### src/design/assert_macros.svh
// Assertion macros shared by the RTL; empty when SYNTH is defined.
`ifndef ASSERT_MACROS_SVH
`define ASSERT_MACROS_SVH
`ifndef SYNTH
// Clocked on clk, masked while rst_n is low.
`define BF3_ASSERT(lbl, prop, msg) \
  lbl: assert property (@(posedge clk) disable iff (!rst_n) prop) else $error(msg);
// Clocked on clk, also checked through reset.
`define BF3_ASSERT_RST(lbl, prop, msg) \
  lbl: assert property (@(posedge clk) prop) else $error(msg);
`else
`define BF3_ASSERT(lbl, prop, msg)
`define BF3_ASSERT_RST(lbl, prop, msg)
`endif
`endif

### src/design/bf3_pkg.sv
// Package for the 3x3 box filter: field widths, register codes, divide constants.
`timescale 1ns / 1ps
package bf3_pkg;
  localparam int PIXEL_W      = 8;
  localparam int IMG_WIDTH_W  = 11;
  localparam int IMG_HEIGHT_W = 12;
  localparam int CFG_W        = 12;
  localparam int CFG_IDX_W    = 1;
  localparam int SUM_W        = 12;   // nine 8-bit pixels, max 2295
  localparam int MAX_WIDTH_DEF = 1024;

  localparam logic [IMG_WIDTH_W-1:0]  RESET_WIDTH  = 11'd720;
  localparam logic [IMG_HEIGHT_W-1:0] RESET_HEIGHT = 12'd960;

  localparam logic [CFG_IDX_W-1:0] CFG_IMAGE_WIDTH  = 1'b0;
  localparam logic [CFG_IDX_W-1:0] CFG_IMAGE_HEIGHT = 1'b1;

  // floor(s/9) == (s * 3641) >> 15 for every s below 2^15
  localparam int DIV9_MUL_W = 12;
  localparam logic [DIV9_MUL_W-1:0] DIV9_MUL = 12'd3641;
  localparam int DIV9_SHIFT = 15;

  typedef struct packed {
    logic emit;       // item completes a full 3x3 neighborhood
    logic row_end;
    logic frame_end;
  } bf3_tag_t;
endpackage

### src/design/bf3_stream_ifs.sv


interface bf3_mean_if import bf3_pkg::*; ();
  logic               valid;
  logic               ready;
  logic [PIXEL_W-1:0] mean_value;
  logic               row_end;
  logic               frame_end;
  modport source (output valid, output mean_value, output row_end, output frame_end,
                  input ready);
  modport sink   (input valid, input mean_value, input row_end, input frame_end,
                  output ready);
endinterface

### src/design/bf3_div9.sv
// Divide-by-nine via reciprocal multiply and the output register.
`timescale 1ns / 1ps
module bf3_div9 import bf3_pkg::*; (
  input  logic              clk,
  input  logic              rst_n,
  input  logic              s2_valid,
  input  logic [SUM_W-1:0]  s2_sum,
  input  bf3_tag_t          s2_tag,
  output logic              en,
  bf3_mean_if.source        out_mean
);
  localparam int PROD_W = SUM_W + DIV9_MUL_W;

  logic               out_valid_r;
  logic [PIXEL_W-1:0] mean_r;
  logic               row_end_r, frame_end_r;
  logic [PROD_W-1:0]  prod;

  assign prod = PROD_W'(s2_sum) * PROD_W'(DIV9_MUL);
  assign en   = !out_valid_r || out_mean.ready;

  always_ff @(posedge clk) begin
    if (!rst_n) begin
      out_valid_r <= 1'b0;
    end else if (en) begin
      out_valid_r <= s2_valid;
    end
  end

  always_ff @(posedge clk) begin
    if (en) begin
      mean_r      <= prod[DIV9_SHIFT+PIXEL_W-1:DIV9_SHIFT];
      row_end_r   <= s2_tag.row_end;
      frame_end_r <= s2_tag.frame_end;
    end
  end

  assign out_mean.valid      = out_valid_r;
  assign out_mean.mean_value = mean_r;
  assign out_mean.row_end    = row_end_r;
  assign out_mean.frame_end  = frame_end_r;
endmodule

### src/flat_wrapper.sv
// flat-port wrapper written by rule: the top's interface ports become plain ports
module bf3_div9_flat import bf3_pkg::*;
  (clk, rst_n, s2_valid, s2_sum, s2_tag, en, out_mean_valid, out_mean_mean_value, out_mean_row_end, out_mean_frame_end, out_mean_ready);
  bf3_mean_if out_mean_i ();
  input  logic clk;
  input  logic rst_n;
  input  logic s2_valid;
  input  logic [SUM_W-1:0] s2_sum;
  input  bf3_tag_t s2_tag;
  output logic en;
  output wire logic [$bits(out_mean_i.valid)-1:0] out_mean_valid;
  output wire logic [$bits(out_mean_i.mean_value)-1:0] out_mean_mean_value;
  output wire logic [$bits(out_mean_i.row_end)-1:0] out_mean_row_end;
  output wire logic [$bits(out_mean_i.frame_end)-1:0] out_mean_frame_end;
  input wire logic [$bits(out_mean_i.ready)-1:0] out_mean_ready;
  assign out_mean_valid = out_mean_i.valid;
  assign out_mean_mean_value = out_mean_i.mean_value;
  assign out_mean_row_end = out_mean_i.row_end;
  assign out_mean_frame_end = out_mean_i.frame_end;
  assign out_mean_i.ready = out_mean_ready;
  bf3_div9 u_core (.clk(clk), .rst_n(rst_n), .s2_valid(s2_valid), .s2_sum(s2_sum), .s2_tag(s2_tag), .en(en), .out_mean(out_mean_i));
endmodule
### config.mk
export PLATFORM = sky130hd
export DESIGN_NAME = bf3_div9_flat
export DESIGN_NICKNAME = d
export VERILOG_FILES = /design/src/design/assert_macros.svh /design/src/design/bf3_pkg.sv /design/src/design/bf3_stream_ifs.sv /design/src/design/bf3_div9.sv /design/src/flat_wrapper.sv
export SDC_FILE = /design/constraint.sdc
export NUM_CORES = 1
export LEC_CHECK = 0
export ABC_AREA = 1
export BUFFER_PORTS_ARGS = -buffer_cell sky130_fd_sc_hd__buf_2
export CAP_MARGIN = 20
export CORE_UTILIZATION = 35
export CTS_BUF_LIST = sky130_fd_sc_hd__clkbuf_8
export DETAILED_ROUTE_END_ITERATION = 6
export PLACE_DENSITY = 0.5
export SLEW_MARGIN = 15
export SYNTH_ARGS = -nofsm -noshare
export SYNTH_HDL_FRONTEND = slang
export SYNTH_SLANG_ARGS = --single-unit
### constraint.sdc
create_clock -name clk -period 5.7 [get_ports clk]
set_input_delay 0.855 -clock clk [delete_from_list [all_inputs] [get_ports clk]]
set_output_delay 0.855 -clock clk [all_outputs]
set_load 0.02 [all_outputs]
Word-level counts from Yosys, hierarchy flattened
Index checks and enable logic that the tools add are counted.
{"block": "word_totals", "inputBits": 19, "reg_bits": 11, "elab_cells": 7}
{"block": "classes", "n_mul": 1, "reduce_logical": 2}
{"cell": "12-bit by 12-bit multiplier with 23-bit output (second input constant)", "n": 1}
{"cell": "1-bit logical NOT", "n": 1}
{"cell": "1-bit logical OR", "n": 1}

Longest topological paths before layout
{"block": "logic_depth", "depth_word": 2, "ltp_mapped": 20, "ltp_nobuf": 20}

Least setup slack after synthesis
Ideal clock, no wire load.
{"block": "synth_path", "path_kind": "input-to-reg", "start": "input port s2_sum[1]", "end": "register u_core.mean_r[3], in the netlist u_core.out_mean.mean_value[3] (data pin)", "path_stages": 20, "required_time_ns": 5.448, "arrival_time_ns": 4.449, "setup_slack_ns": 0.999, "setup_time_ns": 0.252, "path_cell_list": "inv_1 -> fa_1 -> inv_1 -> ha_1 -> inv_1 -> fa_1 -> inv_1 -> fa_1 -> inv_1 -> fa_1 -> inv_1 -> ha_1 -> nand2_1 -> inv_1 -> a21oi_1 -> nand2_1 -> a21oi_1 -> nand2_1 -> nand2_1 -> nand2_1"}
{"block": "synth_via", "elab_chain_len": 1}
{"item": "from (decl)", "line_no": "flat_wrapper.sv:8", "text": "input logic [SUM_W-1:0] s2_sum;"}
{"item": "12-bit by 12-bit multiplier with 23-bit output", "line_no": "bf3_div9.sv:19", "text": "assign prod = PROD_W'(s2_sum) * PROD_W'(DIV9_MUL);"}
{"item": "via u_core.prod[18]", "line_no": "bf3_div9.sv:17", "text": "logic [PROD_W-1:0] prod;"}
{"item": "to (signal assigned)", "line_no": "bf3_div9.sv:32", "text": "mean_r <= prod[DIV9_SHIFT+PIXEL_W-1:DIV9_SHIFT];"}
{"item": "to (decl)", "line_no": "bf3_div9.sv:15", "text": "logic [PIXEL_W-1:0] mean_r;"}
The timed path passes the listed nets, and every way through them passes these cells.
A chain may end at the register's enable or synchronous reset.

Final worst setup path
Same ends and word-level chain as after synthesis.

==> summary.md <==
| Metric | Value |
|---|---|
| Die area | 8165 sq um |
| Gate Count Post-Synth | 334 |
| Sum of negative setup slack | 0 ns |
| Final Hold Fails | 0 |
| Hold Crit Class | in2reg |
| Fin crit share | 0.8485 |
| Crit path largest cell delay | 0.53 ns |
| First-pass GRT wire length | 9846 microns |
| Hold-critical path endpoint | u_core.out_mean.row_end |
| WL per Instance | 12.02 microns |
| 1st-iter DRT viols | 44 |
| Status | finished, final reports clean |
| CTS H-tree depth | 1 |
| CTS tree | yes |
| Die span in x | 90.36 microns |
| All-Layer GR Usage | 0.1501 |
| Worst EP arrival | 4.83 ns |
| Antenna Nets Post-Route | 0 |
| Vias | 2,062 |
| Max-Slew Margin vs Limit | 0.6862 |
| Max-slew violation count | 0 |
| Yosys warns | 0 |
| # resized after CTS | 0 |
| Flops & latches, synth | 11 |
| Core area | 7408 sq um |
| Worst-path clk slew | 0.05 ns |
| Largest net degree at the start of global routing | 13 |
| Clock Sinks | 11 |
| Chip Height | 90.36 microns |
| Syn Nets | 448 |
| Flop-to-flop setup slack | 4.68 ns |
| CTS buffer count | 3 |
| R2R depth | 1 |
| Pwr per Cell Area | 487.3 nW/um^2 |
| Setup Crit Path Kind | in2reg |
| Post-CTS Hold Fix Bufs | 0 |
| Grt total ovfl | 0 |
| VDD IR max | 0.1479 mV |
| GPL Wtd Cong | 0.8741 |
| Detailed placement HPWL | 5166 microns |
| Residual DRC | 0 |
| Vias in the first global route | 2,209 |
| CP startpoint kind | primary input |
| Most common cell on crit path | inv_1 |
| Hold Crit Depth | 1 |
| Distinct cells, synth | 26 |
| Pleak | 1.820 nW |
| Most common cell after layout, fill and taps aside | inv_1 |
| Synthesized cell area | 2733 sq um |
| Rows | 31 |
| IO Count | 31 |
| Vias per Instance | 4.425 |
| Unrepaired setup endpoints after global routing | no |
| Max-cap violation count | 0 |
| Worst R2R End | u_core.out_mean.mean_value[0] |
| RR Startpoint | u_core.out_mean.valid |
| Post-Route WL | 5599 microns |
| # diodes | 0 |
| Root buf cell | clkbuf_8 |
| Initial antenna violation count | 0 |
| CTS max path bufs | 2 |
| Setup-failing EPs final | 0 |
| Clk_lat worst skew | 0.24 ns |
| Min-delay src | s2_tag[1] |
| Placed Area | 3002 sq um |
| FMAX | 206.8 MHz |
| Layout cell share with drive strength beyond 1 | 0.1063 |
| Layout fillers | 787 |
| I/O Buffers | 29 |
| Fin area | 3047 sq um |
| Post-Syn Area per Cell | 8.182 sq um |
| Minimum clock period | 4.836 ns |
| Crit Path Max Fanout | 4 |
| Worst EP required | 5.69 ns |
| Worst Setup End Kind | register |
| Area added between synthesis and finish | 11.49% |
| Worst clock skew | 0.002171 ns |
| CP cell instances | buf_2 > inv_1 > fa_1 > inv_1 > ha_1 > inv_1 > fa_1 > inv_1 > fa_1 > inv_1 > fa_1 > inv_1 > ha_1 > nand2_1 > inv_1 > a21oi_1 > nand2_1 > a21oi_1 > nand2_1 > nand2_1 > nand2_1 |
| Worst Max-Slew Pin Slew | 0.4696 ns |
| Seq/Total Area, Yosys | 0.1172 |
| Most frequent cells in the layout | 88 x inv_1, 66 x ha_1, 64 x nand2_1 |
| Final nets | 482 |
| Slowest CP cell | fa_1 |
| 1st-pass router iterations | 4 |
| Starting Density | 0.3689 |
| Setup bufs post-CTS | 0 |
[critical path, delay by kind of cell]
| family | cells | cell delay (ns) |
|---|---|---|
| adder cells (fa/ha/maj) | 6 | 2.74 |
| AND/OR/NAND/NOR | 5 | 0.41 |
| buffers and inverters | 8 | 0.50 |
| AO/OA/AOI/OAI | 2 | 0.32 |
[how the worst max path moves through the flow]
stage,from,endpoint,depth (start not counted)
floorplan,s2_sum[1],u_core.out_mean.mean_value[3],20
global placement,s2_sum[1],u_core.out_mean.mean_value[3],21
detailed placement,s2_sum[1],u_core.out_mean.mean_value[3],21
CTS,s2_sum[1],u_core.out_mean.mean_value[3],21
global route,s2_sum[1],u_core.out_mean.mean_value[3],21
finish,s2_sum[1],u_core.out_mean.mean_value[3],21
[power by group]
part	total, mW	internal (mW)	switching (mW)
clock network	0.0753	0.0472	0.0282
logic	1.25	0.470	0.783
registers	0.156	0.150	0.00615
[metal layers]
layer | wire length, microns | track usage
met1 | 2773 | 0.1956
met2 | 2619 | 0.2672
met3 | 114 | 0.01010
met4 | 92 | 0.04032
met5 | 0 | 0
[registers in the layout, indices dropped and copies added, names as in the netlist]
signal	cells
u_core.out_mean.mean_value	8
u_core.out_mean.frame_end	1
u_core.out_mean.row_end	1
u_core.out_mean.valid	1
[stage by stage]
| step | worst slack (ns) | util | instances | hold WS, ns | total power [mW] |
|---|---|---|---|---|---|
| after floorplan | 0.9986 | - | 334 | 0.9539 | 1.116 |
| after global placement | 0.6418 | 0.4052 | 462 | 0.8445 | 1.414 |
| after detailed placement | 0.5939 | 0.4052 | 462 | 0.8785 | 1.409 |
| after CTS | 0.8319 | 0.4112 | 466 | 0.7891 | 1.502 |
| after global routing | 0.4837 | 0.4112 | 466 | 0.7913 | 1.714 |
| final | 0.8638 | 0.4112 | 466 | 0.7958 | 1.485 |
[cell usage after synthesis]
cell type  instances  area share
nand3_1           14       0.026
fa_1              29        0.21
nor3_1             1      0.0018
edfxtp_1          10        0.11
nand4_1            4      0.0092
nand3b_1           2      0.0055
a21boi_0           1      0.0027
nor3_2             1      0.0037
inv_1             87        0.12
ha_1              66        0.30
nand3_2            1      0.0037
o21bai_1           3      0.0082
xor2_1             3      0.0096
nor2_1            17       0.023
a21boi_1           3      0.0082
nand2_2            1      0.0023
a21oi_2            1      0.0032
dfxtp_1            1      0.0073
or2_2              1      0.0023
a21oi_1           13       0.024
xnor2_1            2      0.0064
nor2_2             2      0.0046
o21ai_1            1      0.0018
o21ai_0            2      0.0037
a21o_1             4       0.011
nand2_1           64       0.088
[area by class of cell]
class                           count  area [sq um]  share of cell area
Clock buffer                        3         41.29             0.01355
Clock inverter                      1         3.754            0.001232
Inverter                           87         326.6              0.1072
Multi-Input combinational cell    236          2086              0.6846
Sequential cell                    11         320.3              0.1051
Tap cell                           99         123.9             0.04066
Timing Repair Buffer               29         145.1             0.04764
[logic make-up after synthesis]
| kind of cell | after synthesis | share of synthesized area |
|---|---|---|
| simple gates | 108 | 0.1699 |
| fa+ha+maj | 95 | 0.5147 |
| buf+inv | 87 | 0.1195 |
| compound gates | 28 | 0.06273 |
| flops | 11 | 0.1172 |
| xor+xnor | 5 | 0.01603 |
Note: power is estimated with default switching activity, not from simulation.
