$ cat src/design/assert_macros.svh
// Assertion macros shared by the RTL; empty when SYNTH is defined.
`ifndef ASSERT_MACROS_SVH
`define ASSERT_MACROS_SVH
`ifndef SYNTH
// Clocked on clk, masked while rst_n is low.
`define BF3_ASSERT(lbl, prop, msg) \
  lbl: assert property (@(posedge clk) disable iff (!rst_n) prop) else $error(msg);
// Clocked on clk, also checked through reset.
`define BF3_ASSERT_RST(lbl, prop, msg) \
  lbl: assert property (@(posedge clk) prop) else $error(msg);
`else
`define BF3_ASSERT(lbl, prop, msg)
`define BF3_ASSERT_RST(lbl, prop, msg)
`endif
`endif

$ cat src/design/bf3_pkg.sv
// Package for the 3x3 box filter: field widths, register codes, divide constants.
`timescale 1ns / 1ps
package bf3_pkg;
  localparam int PIXEL_W      = 8;
  localparam int IMG_WIDTH_W  = 11;
  localparam int IMG_HEIGHT_W = 12;
  localparam int CFG_W        = 12;
  localparam int CFG_IDX_W    = 1;
  localparam int SUM_W        = 12;   // nine 8-bit pixels, max 2295
  localparam int MAX_WIDTH_DEF = 1024;

  localparam logic [IMG_WIDTH_W-1:0]  RESET_WIDTH  = 11'd720;
  localparam logic [IMG_HEIGHT_W-1:0] RESET_HEIGHT = 12'd960;

  localparam logic [CFG_IDX_W-1:0] CFG_IMAGE_WIDTH  = 1'b0;
  localparam logic [CFG_IDX_W-1:0] CFG_IMAGE_HEIGHT = 1'b1;

  // floor(s/9) == (s * 3641) >> 15 for every s below 2^15
  localparam int DIV9_MUL_W = 12;
  localparam logic [DIV9_MUL_W-1:0] DIV9_MUL = 12'd3641;
  localparam int DIV9_SHIFT = 15;

  typedef struct packed {
    logic emit;       // item completes a full 3x3 neighborhood
    logic row_end;
    logic frame_end;
  } bf3_tag_t;
endpackage

$ cat src/design/bf3_pos_ctrl.sv
// Config registers, effective geometry and raster position counters.
`timescale 1ns / 1ps
module bf3_pos_ctrl import bf3_pkg::*; #(
  parameter int MAX_WIDTH = MAX_WIDTH_DEF
) (
  input  logic                         clk,
  input  logic                         rst_n,
  input  logic                         cfg_we,
  input  logic [CFG_IDX_W-1:0]         cfg_index,
  input  logic [CFG_W-1:0]             cfg_wdata,
  input  logic                         acc,
  output logic [$clog2(MAX_WIDTH)-1:0] col,
  output bf3_tag_t                     tag
);
  localparam int CW  = $clog2(MAX_WIDTH);
  localparam int WW  = $clog2(MAX_WIDTH + 1);
  localparam int EW  = (WW > IMG_WIDTH_W) ? WW : IMG_WIDTH_W;
  localparam logic [EW-1:0] MAX_W_E = EW'(MAX_WIDTH);

  logic [IMG_WIDTH_W-1:0]  image_width_r;
  logic [IMG_HEIGHT_W-1:0] image_height_r;
  logic [CW-1:0]           col_r, col_nxt;
  logic [IMG_HEIGHT_W-1:0] row_r, row_nxt;
  logic [EW-1:0]           w_ext, w_eff, w_m1;
  logic [IMG_HEIGHT_W-1:0] h_eff, h_m1;
  logic                    last_col, last_row;

  always_ff @(posedge clk) begin
    if (!rst_n) begin
      image_width_r  <= RESET_WIDTH;
      image_height_r <= RESET_HEIGHT;
    end else if (cfg_we) begin
      case (cfg_index)
        CFG_IMAGE_WIDTH:  image_width_r  <= cfg_wdata[IMG_WIDTH_W-1:0];
        CFG_IMAGE_HEIGHT: image_height_r <= cfg_wdata[IMG_HEIGHT_W-1:0];
        default: ;
      endcase
    end
  end

  // saturate width to 3..MAX_WIDTH, height to at least 3
  always_comb begin
    w_ext = EW'(image_width_r);
    if (w_ext < EW'(3)) begin
      w_eff = EW'(3);
    end else if (w_ext > MAX_W_E) begin
      w_eff = MAX_W_E;
    end else begin
      w_eff = w_ext;
    end
    w_m1  = w_eff - EW'(1);
    h_eff = (image_height_r < IMG_HEIGHT_W'(3)) ? IMG_HEIGHT_W'(3) : image_height_r;
    h_m1  = h_eff - IMG_HEIGHT_W'(1);
  end

  assign last_col = EW'(col_r) >= w_m1;
  assign last_row = row_r >= h_m1;

  always_comb begin
    col_nxt = col_r;
    row_nxt = row_r;
    if (acc) begin
      if (last_col) begin
        col_nxt = '0;
        row_nxt = last_row ? '0 : row_r + IMG_HEIGHT_W'(1);
      end else begin
        col_nxt = col_r + CW'(1);
      end
    end
  end

  always_ff @(posedge clk) begin
    if (!rst_n) begin
      col_r <= '0;
      row_r <= '0;
    end else begin
      col_r <= col_nxt;
      row_r <= row_nxt;
    end
  end

  assign col           = col_r;
  assign tag.emit      = (EW'(col_r) >= EW'(2)) && (row_r >= IMG_HEIGHT_W'(2));
  assign tag.row_end   = last_col;
  assign tag.frame_end = last_col && last_row;
endmodule

$ cat config.mk
export PLATFORM = sky130hd
export DESIGN_NAME = bf3_pos_ctrl
export DESIGN_NICKNAME = d
export VERILOG_FILES = /design/src/design/assert_macros.svh /design/src/design/bf3_pkg.sv /design/src/design/bf3_pos_ctrl.sv
export SDC_FILE = /design/constraint.sdc
export NUM_CORES = 1
export LEC_CHECK = 0
export BUFFER_PORTS_ARGS = -buffer_cell sky130_fd_sc_hd__buf_2
export CAP_MARGIN = 5
export CORE_UTILIZATION = 40
export CTS_BUF_LIST = sky130_fd_sc_hd__clkbuf_4 sky130_fd_sc_hd__clkbuf_8
export DETAILED_ROUTE_END_ITERATION = 6
export PLACE_DENSITY = 0.69
export SKIP_LAST_GASP = 1
export SYNTH_ARGS = -nofsm -noshare
export SYNTH_HDL_FRONTEND = slang
export SYNTH_SLANG_ARGS = --single-unit
$ cat constraint.sdc
create_clock -name clk -period 4.31 [get_ports clk]
set_input_delay 0.862 -clock clk [delete_from_list [all_inputs] [get_ports clk]]
set_output_delay 0.862 -clock clk [all_outputs]
set_load 0.02 [all_outputs]
## Yosys cells after proc, flatten, opt, wreduce, memory -nomap -nowiden

Cells that the tools add are included.

| storage, ports and cells | value |
|---|---|
| word-level logic and storage cells | 26 |
| flip-flop bits (word level) | 45 |

| operators by class | value |
|---|---|
| reductions and logical operators | 5 |
| mux-type cells | 5 |
| $add $sub $neg | 4 |
| order comparisons | 7 |
| bitwise gates (word level) | 1 |

Operators with widths:

| kind | count |
|---|---|
| two-way mux 12 bit | 2 |
| two-way mux 11 bit | 2 |
| adder 12 x 1 -> 12 bit (second input constant) | 1 |
| greater-or-equal comparator 12 bit | 1 |
| greater-or-equal comparator 12 x 2 -> 1 bit (second input constant) | 1 |
| < comparator 12 x 2 -> 1 bit (second input constant) | 1 |
| subtractor 12 x 1 -> 12 bit (second input constant) | 1 |
| greater-or-equal comparator 10 x 11 -> 1 bit | 1 |
| greater-than comparator 11 bit (second input constant) | 1 |
| < comparator 11 x 2 -> 1 bit (second input constant) | 1 |
| subtractor 11 x 1 -> 11 bit (second input constant) | 1 |
| adder 10 x 1 -> 10 bit (second input constant) | 1 |
| greater-or-equal comparator 10 x 2 -> 1 bit (second input constant) | 1 |
| two-way mux 10 bit | 1 |
| AND reduction 2 bit | 3 |
| logical AND 1 bit | 2 |
| inverter 1 bit | 1 |

## Longest topological paths before layout

Gate-level depths: netlist of run 1.

| logic depth | value |
|---|---|
| depth in word-level cells | 6 |
| mapped depth | 18 |
| depth with buffers taken out | 15 |

## Worst setup path before layout of run 1

OpenSTA, ideal clock, no wires.

| timing path | value |
|---|---|
| path type | register to output |
| start | register image_height_r[6] |
| end | output port tag[0] (netlist bit) |
| stages on the path, launching flop included | 14 |
| arrival time | 2974 ps |
| data required time | 3448 ps |
| buffers on the path | 1 |
| slack | 474 ps |
| cell sequence | dfxtp_1 -> or4_4 -> nor4_4 -> nor3_1 -> nand2b_1 -> buf_4 -> nor4_1 -> xnor2_1 -> ha_1 -> a2111oi_4 -> nand2_1 -> o21ai_0 -> a41oi_4 -> and2_1 |

RTL lines:

| element | RTL line | text |
|---|---|---|
| start: declaration | bf3_pos_ctrl.sv:21 | `logic [IMG_HEIGHT_W-1:0] image_height_r;` |
| start signal: assignment | bf3_pos_ctrl.sv:35 | `CFG_IMAGE_HEIGHT: image_height_r <= cfg_wdata[IMG_HEIGHT_W-1:0];` |
| end: declaration | bf3_pos_ctrl.sv:13 | `output bf3_tag_t tag` |

==> impl_metrics.yaml, run 1 <==
logic_synthesis:
  async_reset_ff_frac: 0
  ys_seq_area_frac: 0.304
  synth_flop_cell: "dfxtp_1"
  synth_edf_count: 0
  syn_area_per_cell_um2: 8.20
  synth_nets: 406
  netlist_instances: 362
  netlist_area_um2: 2970
  ys_types: 48
  ys_ff_latch: 45
  ys.warnings.count: 0
worst_setup_path:
  worst_ep_required_time_ns: 3.45
  reg2reg_depth: 15
  r2r_slack_ns: 0.53
  critPathKind: "reg -> out"
  r2r-end: "row_r[6]$_SDFFE_PN0P_"
  cp_data_arrival_time_ns: 3.32
  path_cells: "or4_4 > nor4_4 > nor3_2 > nand2b_1 > nor4_2 > xnor2_1 > ha_1 > a2111oi_4 > buf_4 > a41oi_4 > and2_4 > buf_4"
  crit_slowest_cell: "or4_4"
  crit_start: "image_height_r[7]$_SDFFE_PN1P_"
  timing.rr.start: "image_height_r[7]$_SDFFE_PN1P_"
  worst_setup_path_start_kind: "flop"
  cp-end-kind: "output pin"
  path_common_cell: "buf_4"
  cp-endpoint: "tag[0]"
  cpPeakStageDelay_ns: 0.55
  cp_max_fo: 4
worst_hold_path:
  hold_class: "reg -> reg"
placement:
  dp_cells: 476
  place_hpwl_um: 4780
  routabilityCongestion: 0.792
  port_buffers: 29
  placedInstanceArea_um2: 3170
floorplan:
  ios: 30
  dieArea_um2: 7770
  core-area_um2: 7210
  fp.dieH_um: 88.1
  rows: 31
  die_w_um: 88.1
  initial_core_util: 0.411
clock_tree:
  cts_buffers: 5
  clk_pin_slew_worst_paths_ns: 0.11
  htree_levels: 2
  root_buffer: "clkbuf_8"
  worstSkewPairLatency_ns: 0.31
  cts_tree: "done"
  cts_sinks: 45
  ctsLongestPathBuffers: 2
routing:
  dr.pass1.iters: 4
  drc: 0
  routed_wl_um: 6340
  post_drt_wl_per_cell_um: 12.8
  viasPerCell: 5.22
  vias: 2584
  first_iter_violations: 144
  antenna_left: 0
pwr:
  p_per_area_nw_per_um2: 261
  leakage_nw: 1.39
  total_power_mw: 0.888
  vdd_drop_max_v: 0.000135
layout:
  regArea_um2: 912
  multi_input_area_um2: 1990
  finish.instance_area_um2: 3400
  drive_gt1_frac: 0.194
  syn_to_final_growth_pct: 14.5
  num_antenna_cells: 0
  fin_cells: 495
  fillCellCount: 724
  finalNetCount: 439
global_routing:
  antenna_found_initial: 0
  track_usage: 0.168
  grt_max_degree: 35
  grt_pass1_vias: 2246
  grt-ovfl-total: 0
  grt_pass1_wl_um: 10400
sta:
  final.min_clock_period_ns: 4.18
  fin_setup_tns_ns: 0
  fmax_ghz: 0.239
  worstMarginPinSlew_ns: 0.720
  rsz0062_at_grt: "yes"
  finalSetupViolCount: 0
  report.final.slew_viol_count: 0
  fin_crit_sh: 0.970
  clock-skew-final_ns: 0.0121
  relSlewSlack: 0.519
  hold_violations: 0
flow_run:
  drv_cap: 0
run_status:
  status: "finished clean"
## repair_timing
item | in CTS | in global routing
pin swaps | 3 | 8
cloned | 0 | 0
hold buffers | 0 | 0
setup buffers | 1 | 10
setup endpoints to repair | 1 | 2
gates resized for setup | 1 | 16
## cell families (layout without fill, tap and decap cells)
family | after synthesis | count (layout) | synth area share
multiplexers | 1 | 1 | 0.00337
adder cells (fa/ha/maj) | 27 | 27 | 0.114
XOR/XNOR | 20 | 20 | 0.0590
buffers and inverters | 26 | 60 | 0.0392
AO/OA/AOI/OAI | 71 | 71 | 0.178
flip-flops | 45 | 45 | 0.304
AND/OR/NAND/NOR | 172 | 172 | 0.303
## critical path, delay by kind of cell (launching register included)
family / cells / cell delay (ns)
AOI/OAI and AO/OA: 2 / 0.48
xor gates and xnor gates: 1 / 0.13
adders and majority gates: 1 / 0.35
buffers and inverters: 2 / 0.33
DFF: 1 / 0.36
and+or+nand+nor: 6 / 1.35
## layout make-up
| cell class | instances | area share |
|---|---|---|
| multi-input cells | 291 | 0.584 |
| flip-flops and latches | 45 | 0.268 |
| repair buffers | 41 | 0.0700 |
| well taps | 99 | 0.0365 |
| clock buffers | 5 | 0.0203 |
| inverters | 11 | 0.0122 |
| clock inverters | 3 | 0.00847 |
## stage by stage
step	setup WS, ns	util	hold slack, ns
2_1_floorplan	0.474	-	0.452
3_3_place_gp	0.311	0.439	0.484
3_5_place_dp	0.182	0.439	0.499
4_1_cts	0.0189	0.454	0.514
5_1_grt	-0.0110	0.471	0.536
6_report	0.131	0.471	0.502
## flip-flops by register name (all words and copies together), names as in the netlist
name and count:
image_height_r 12, row_r 12, image_width_r 11, col 10
## cells in the final DEF (no fill, tap or decap), types with 5 or more instances in the layout
master	count
nor3_1	5
nand3_1	14
nand2_1	66
o21ai_0	21
or3_1	5
nand2b_1	13
ha_1	26
nor4_1	5
a21boi_0	15
clkbuf_8	5
xor2_1	7
xnor2_1	13
dfxtp_1	40
a21oi_1	11
inv_1	11
and3_1	7
buf_2	28
nor3b_1	6
nor2_1	27
buf_4	13
## per-layer routing
metal  global-route usage  share of wire  vias to the layer above
met2                0.260           0.45                       50
li1                     -              -                     1326
met5                    0              0                        -
met3               0.0292          0.039                        5
met4               0.0352         0.0099                        0
met1                0.243           0.50                     1203
## cell usage after synthesis (7+ instances only)
library cell  instances  area share
inv_1                11       0.014
nor4_1                7       0.015
xnor2_1              13       0.038
and3_1                7       0.015
clkbuf_1              9       0.011
a21boi_0             15       0.038
ha_1                 27        0.11
xor2_1                7       0.021
nand3_1              14       0.024
nor2_1               27       0.034
dfxtp_1              45        0.30
o21ai_0              23       0.039
nand2b_1             13       0.027
a21oi_1              11       0.019
nand2_1              66       0.083
## report_power, final
part           total (mW)  internal [mW]  switching, mW  leakage, nW
Sequential          0.451          0.429         0.0216        0.366
Combinational       0.142         0.0651         0.0769        0.977
Clock               0.295          0.123          0.172       0.0511
## worst min path at each step
stage                              startpoint                        endpoint  slack (ns)  depth (start not counted)
2_1_floorplan  image_height_r[5]$_SDFFE_PN0P_  image_height_r[5]$_SDFFE_PN0P_        0.45                          2
3_3_place_gp    image_width_r[9]$_SDFFE_PN1P_   image_width_r[9]$_SDFFE_PN1P_        0.48                          2
3_5_place_dp   image_height_r[5]$_SDFFE_PN0P_  image_height_r[5]$_SDFFE_PN0P_        0.50                          2
4_1_cts        image_height_r[5]$_SDFFE_PN0P_  image_height_r[5]$_SDFFE_PN0P_        0.51                          2
5_1_grt        image_height_r[7]$_SDFFE_PN1P_  image_height_r[7]$_SDFFE_PN1P_        0.54                          2
6_report       image_height_r[7]$_SDFFE_PN1P_  image_height_r[7]$_SDFFE_PN1P_        0.50                          2
(Power assumes the default switching activity.)
==> run 2: changes to the inputs <==
Settings changed: ABC_AREA set to 1.
==> impl_metrics.yaml, run 2 <==
run_status:
  status: "finished clean"
layout:
  largestRegisters: "image_height_r: 12 flops, row_r: 12 flops, image_width_r: 11 flops"
  drive_gt1_frac: 0.139
  fin_util: 0.465
  final_common_cell: "nand2_1"
  num_antenna_cells: 0
  fillCellCount: 783
  syn_to_final_growth_pct: 12.3
  mostFrequentLayoutCells: "nand2_1 (86), nor2_1 (60), dfxtp_1 (45), nand3_1 (41), inv_1 (33)"
  finalNetCount: 503
sta:
  clock-skew-final_ns: 0.00932
  hold_violations: 0
  fin_crit_sh: 0.943
  relSlewSlack: 0.477
  fmax_ghz: 0.246
  fin_setup_tns_ns: 0
  finalSetupViolCount: 0
  setup_slack_ns: 0.247
  final.min_clock_period_ns: 4.06
  holdWs_ns: 0.476
  report.final.slew_viol_count: 0
  worstMarginPinSlew_ns: 0.785
logic_synthesis:
  syn_area_per_cell_um2: 7.00
  synthTopCellsByCount: "nand2_1 (86), nor2_1 (62), dfxtp_1 (45)"
  synth_nets: 475
  ys.warnings.count: 0
  async_reset_ff_frac: 0
  netlist_area_um2: 3020
  ys_types: 40
  ys_ff_latch: 45
  netlist_instances: 431
  yosysTopAreaCellShare: 0.298
  synth_edf_count: 0
  synth_flop_cell: "dfxtp_1"
  synth.most_common_cell: "nand2_1"
  ys_seq_area_frac: 0.298
  synth_area_leaders: "dfxtp_1 (30%), ha_1 (11%), nand2_1 (11%), nor2_1 (7.7%), nand3_1 (6.8%)"
  synth_area_leader_cell: "dfxtp_1"
placement:
  place_hpwl_um: 5180
  port_buffers: 29
  place_ws_ns: 0.480
  routabilityCongestion: 0.862
clock_tree:
  root_buffer: "clkbuf_8"
  cts_tree: "done"
  cts_sinks: 45
  cts_buffers: 5
  clk_pin_slew_worst_paths_ns: 0.08
  htree_levels: 2
  ctsLongestPathBuffers: 2
  worstSkewPairLatency_ns: 0.30
floorplan:
  fp.dieH_um: 88.9
  core-area_um2: 7290
  initial_core_util: 0.414
  dieArea_um2: 7900
  rows: 31
  die_w_um: 88.9
  ios: 30
worst_setup_path:
  worst_setup_path_start_kind: "flop"
  cp-end-kind: "output pin"
  crit_slowest_cell: "dfxtp_1"
  path_common_cell: "nand2_1"
  worst_ep_required_time_ns: 3.45
  cpPeakStageDelay_ns: 0.36
  cp_data_arrival_time_ns: 3.20
  critPathKind: "reg -> out"
  path_cells: "nor2_2 > nand3_2 > o21bai_4 > nand2_1 > nand2_1 > inv_1 > ha_1 > nand2_1 > inv_2 > nand2_2 > xnor2_1 > ha_1 > nand2_1 > a21oi_1 > nor2_1 > nand2_1 > nand2_1 > nand3_1 > nand2_1 > nand2_1 > nand3_4 > nor2_1 > buf_2"
  r2r_slack_ns: 0.87
  cp_max_fo: 5
pwr:
  leakage_nw: 1.57
  vdd_drop_max_v: 0.000193
  p_per_area_nw_per_um2: 281
routing:
  drc: 0
  vias: 2771
  first_iter_violations: 104
  viasPerCell: 4.96
  dr.pass1.iters: 4
  antenna_left: 0
  routed_wl_um: 6770
  post_drt_wl_per_cell_um: 12.1
global_routing:
  grt_pass1_vias: 2579
  grt_max_degree: 51
  antenna_found_initial: 0
  track_usage: 0.188
  grt_pass1_wl_um: 11600
  grt-ovfl-total: 0
worst_hold_path:
  hold_class: "reg -> reg"
flow_run:
  drv_cap: 0
[run 2: power breakdown]
group / total (mW) / switching [mW] / internal (mW)
sequential: 0.449 / 0.0173 / 0.432
combinational: 0.165 / 0.103 / 0.0617
clock: 0.339 / 0.144 / 0.195
total: 0.953 / 0.264 / 0.689
[run 2: metrics by stage]
| stage | instance area (µm²) | instances | total power [mW] |
|---|---|---|---|
| finish | 3390 | 559 | 0.953 |
| global route | 3390 | 559 | 1.01 |
| CTS | 3360 | 557 | 0.959 |
| detailed placement | 3240 | 549 | 0.619 |
| global placement | 3240 | 549 | 0.614 |
| floorplan | 3020 | 431 | 0.577 |
[run 2: final timing paths]
path                                                startpoint  cells past startpoint                        endpoint
worst max-delay path             image_width_r[7]$_SDFFE_PN1P_                     23                          tag[0]
worst max register to register   image_width_r[7]$_SDFFE_PN1P_                     23             col[3]$_SDFFE_PN0P_
worst min-delay path            image_height_r[3]$_SDFFE_PN0P_                      2  image_height_r[3]$_SDFFE_PN0P_
worst min register to register  image_height_r[3]$_SDFFE_PN0P_                      2  image_height_r[3]$_SDFFE_PN0P_
[run 2: metal layers]
layer  track usage  vias up  share of wire
met4        0.0645        0          0.014
met2         0.303       53           0.44
met1         0.254     1225           0.52
met3        0.0326        9          0.029
li1              -     1484              -
met5             0        -              0
[run 2: worst max-delay path: cells and delay by family (launching register included)]
kind | cells | cell delay [ns]
DFF | 1 | 0.36
adders and majority gates | 2 | 0.51
and+or+nand+nor | 15 | 1.35
buffers and inverters | 3 | 0.25
AOI/OAI and AO/OA | 2 | 0.33
xor gates and xnor gates | 1 | 0.08
[run 2: area by class of cell]
cell class,count,area (µm²),area share
clock buffers,7,90.1,0.0266
clock inverters,1,30.0,0.00886
inverters,41,154,0.0454
multi-input cells,334,1920,0.567
flip-flops and latches,45,901,0.266
well taps,99,124,0.0365
repair buffers,32,168,0.0495
[run 2: repair_timing]
item	4_1_cts	5_1_grt
setup buffers	0	2
gates resized for setup	0	4
endpoints found under the setup margin	0	2
hold buffers	0	0
[run 2: kinds of logic (layout without fill, tap and decap cells)]
group,count (synthesis),in the layout,share of synthesized area
xor gates and xnor gates,25,25,0.0725
and+or+nand+nor,224,224,0.333
DFF,45,45,0.298
adders and majority gates,27,27,0.112
AOI/OAI and AO/OA,58,58,0.114
buffers and inverters,52,81,0.0696
==> run 3: changes to the inputs <==
Settings changed: CORE_UTILIZATION 40 to 60, PLACE_DENSITY 0.69 to 0.92.
==> impl_metrics.yaml, run 3 (same netlist as run 2, synthesis figures left out) <==
run_status:
  status: "finished clean"
worst_hold_path:
  hold_class: "reg -> reg"
  holdCritStartpoint: "image_height_r[3]$_SDFFE_PN0P_"
  hold-path-endpoint: "image_height_r[3]$_SDFFE_PN0P_"
  whs_path_depth: 2
global_routing:
  grt_pass1_vias: 2743
  grt_max_degree: 51
  antenna_found_initial: 0
  grt-ovfl-total: 0
  track_usage: 0.282
  grt_pass1_wl_um: 11700
sta:
  fmax_ghz: 0.250
  report.final.slew_viol_count: 0
  setup_slack_ns: 0.310
  fin_setup_tns_ns: 0
  clock-skew-final_ns: 0.00569
  hold_violations: 0
  relSlewSlack: 0.476
  worstMarginPinSlew_ns: 0.787
  final.min_clock_period_ns: 4.00
  rsz0062_at_grt: "no"
  finalSetupViolCount: 0
  fin_crit_sh: 0.928
  holdWs_ns: 0.472
worst_setup_path:
  cp-end-kind: "output pin"
  r2r_slack_ns: 0.91
  critPathKind: "reg -> out"
  r2r-end: "col[4]$_SDFFE_PN0P_"
  cp_max_fo: 4
  timing.rr.start: "image_width_r[5]$_SDFFE_PN0P_"
  reg2reg_depth: 23
  cp_data_arrival_time_ns: 3.14
  worst_setup_path_start_kind: "flop"
  worst_ep_required_time_ns: 3.45
clock_tree:
  root_buffer: "clkbuf_8"
  cts-resized-gates: 0
  htree_levels: 2
  ctsLongestPathBuffers: 2
  clk_pin_slew_worst_paths_ns: 0.08
  cts_sinks: 45
  cts_tree: "done"
  cts_hold_buffers: 0
  cts_buffers: 5
  worstSkewPairLatency_ns: 0.30
  postCtsSetupRepairBufs: 0
layout:
  mostFrequentLayoutCells: "nand2_1 (86), nor2_1 (62), dfxtp_1 (45), nand3_1 (41), inv_1 (33)"
  num_antenna_cells: 0
  largestRegisters: "image_height_r: 12 flops, row_r: 12 flops, image_width_r: 11 flops"
  final_common_cell: "nand2_1"
  syn_to_final_growth_pct: 9.57
  fillCellCount: 397
  finalNetCount: 502
  drive_gt1_frac: 0.129
floorplan:
  rows: 25
  initial_core_util: 0.631
  ios: 30
  fp.dieH_um: 72.9
  die_w_um: 72.9
  dieArea_um2: 5320
  core-area_um2: 4790
routing:
  routed_wl_um: 6740
  post_drt_wl_per_cell_um: 12.8
  antenna_left: 0
  dr.pass1.iters: 5
  vias: 2951
  drc: 0
  viasPerCell: 5.61
  first_iter_violations: 323
pwr:
  vdd_drop_max_v: 0.000194
  leakage_nw: 1.56
  p_per_area_nw_per_um2: 272
  total_power_mw: 0.901
placement:
  place_hpwl_um: 5050
  place_ws_ns: 0.541
  routabilityCongestion: 0.862
  port_buffers: 29
flow_run:
  drv_cap: 0
[run 3: cell count changes in the layout (fill, tap and decap cells not counted), moves of 2 or more]
cell	previous run	this run
nor2_1	60	62
nor2_2	4	2
nor3_1	9	11
nor3_2	2	0
[run 3: critical path, stage by stage (launching register included)]
cell	delay (ns)
dfxtp_1	0.36
nor2_1	0.14
nand3_2	0.11
o21bai_4	0.15
nand2_1	0.06
nand2_1	0.10
inv_1	0.05
ha_1	0.22
nand2_1	0.08
inv_2	0.05
nand2_2	0.11
xnor2_1	0.08
ha_1	0.30
nand2_1	0.09
nor2_1	0.12
nand2_1	0.07
nand2_1	0.08
nand2_1	0.05
nand3_1	0.06
nand2_1	0.05
nand2_1	0.12
nand3_4	0.11
nor2_1	0.09
buf_2	0.16
[run 3: worst max-delay path by stage]
| stage | to | startpoint | cells past startpoint | slack [ns] |
|---|---|---|---|---|
| after CTS | tag[0] | image_width_r[3]$_SDFFE_PN0P_ | 23 | 0.19 |
| after floorplan | tag[0] | image_height_r[3]$_SDFFE_PN0P_ | 18 | 0.66 |
| after global routing | tag[0] | image_height_r[7]$_SDFFE_PN1P_ | 16 | 0.05 |
| after detailed placement | tag[0] | image_width_r[5]$_SDFFE_PN0P_ | 21 | 0.54 |
| final | tag[0] | image_width_r[5]$_SDFFE_PN0P_ | 23 | 0.31 |
| after global placement | tag[0] | image_width_r[9]$_SDFFE_PN1P_ | 21 | 0.66 |
[run 3: where the power goes]
| group | total, mW | internal, mW | switching [mW] |
|---|---|---|---|
| clock | 0.288 | 0.145 | 0.143 |
| combinational | 0.165 | 0.0612 | 0.104 |
| sequential | 0.448 | 0.432 | 0.0166 |
| total | 0.901 | 0.638 | 0.263 |
[run 3: per-layer routing]
metal / track usage / vias to the layer above / part of all wire
met1: 0.360 / 1314 / 0.44
met3: 0.0414 / 21 / 0.062
met2: 0.481 / 131 / 0.48
li1: - / 1485 / -
met5: 0 / - / 0
met4: 0.107 / 0 / 0.025
[run 3: metrics by stage]
step                      instance area, µm²  instances  utilization
after floorplan                         3020        431            -
after global placement                  3200        517        0.668
after detailed placement                3200        517        0.668
after CTS                               3300        525        0.690
after global routing                    3310        526        0.691
final                                   3310        526        0.691
[run 3: final cells by class]
class	count	area (µm²)	share of cell area
multi-input combinational	334	1910	0.577
timing repair buffer	31	160	0.0484
sequential	45	901	0.272
inverter	41	154	0.0465
clock buffer	7	96.3	0.0291
clock inverter	1	5.00	0.00151
tap	67	83.8	0.0253
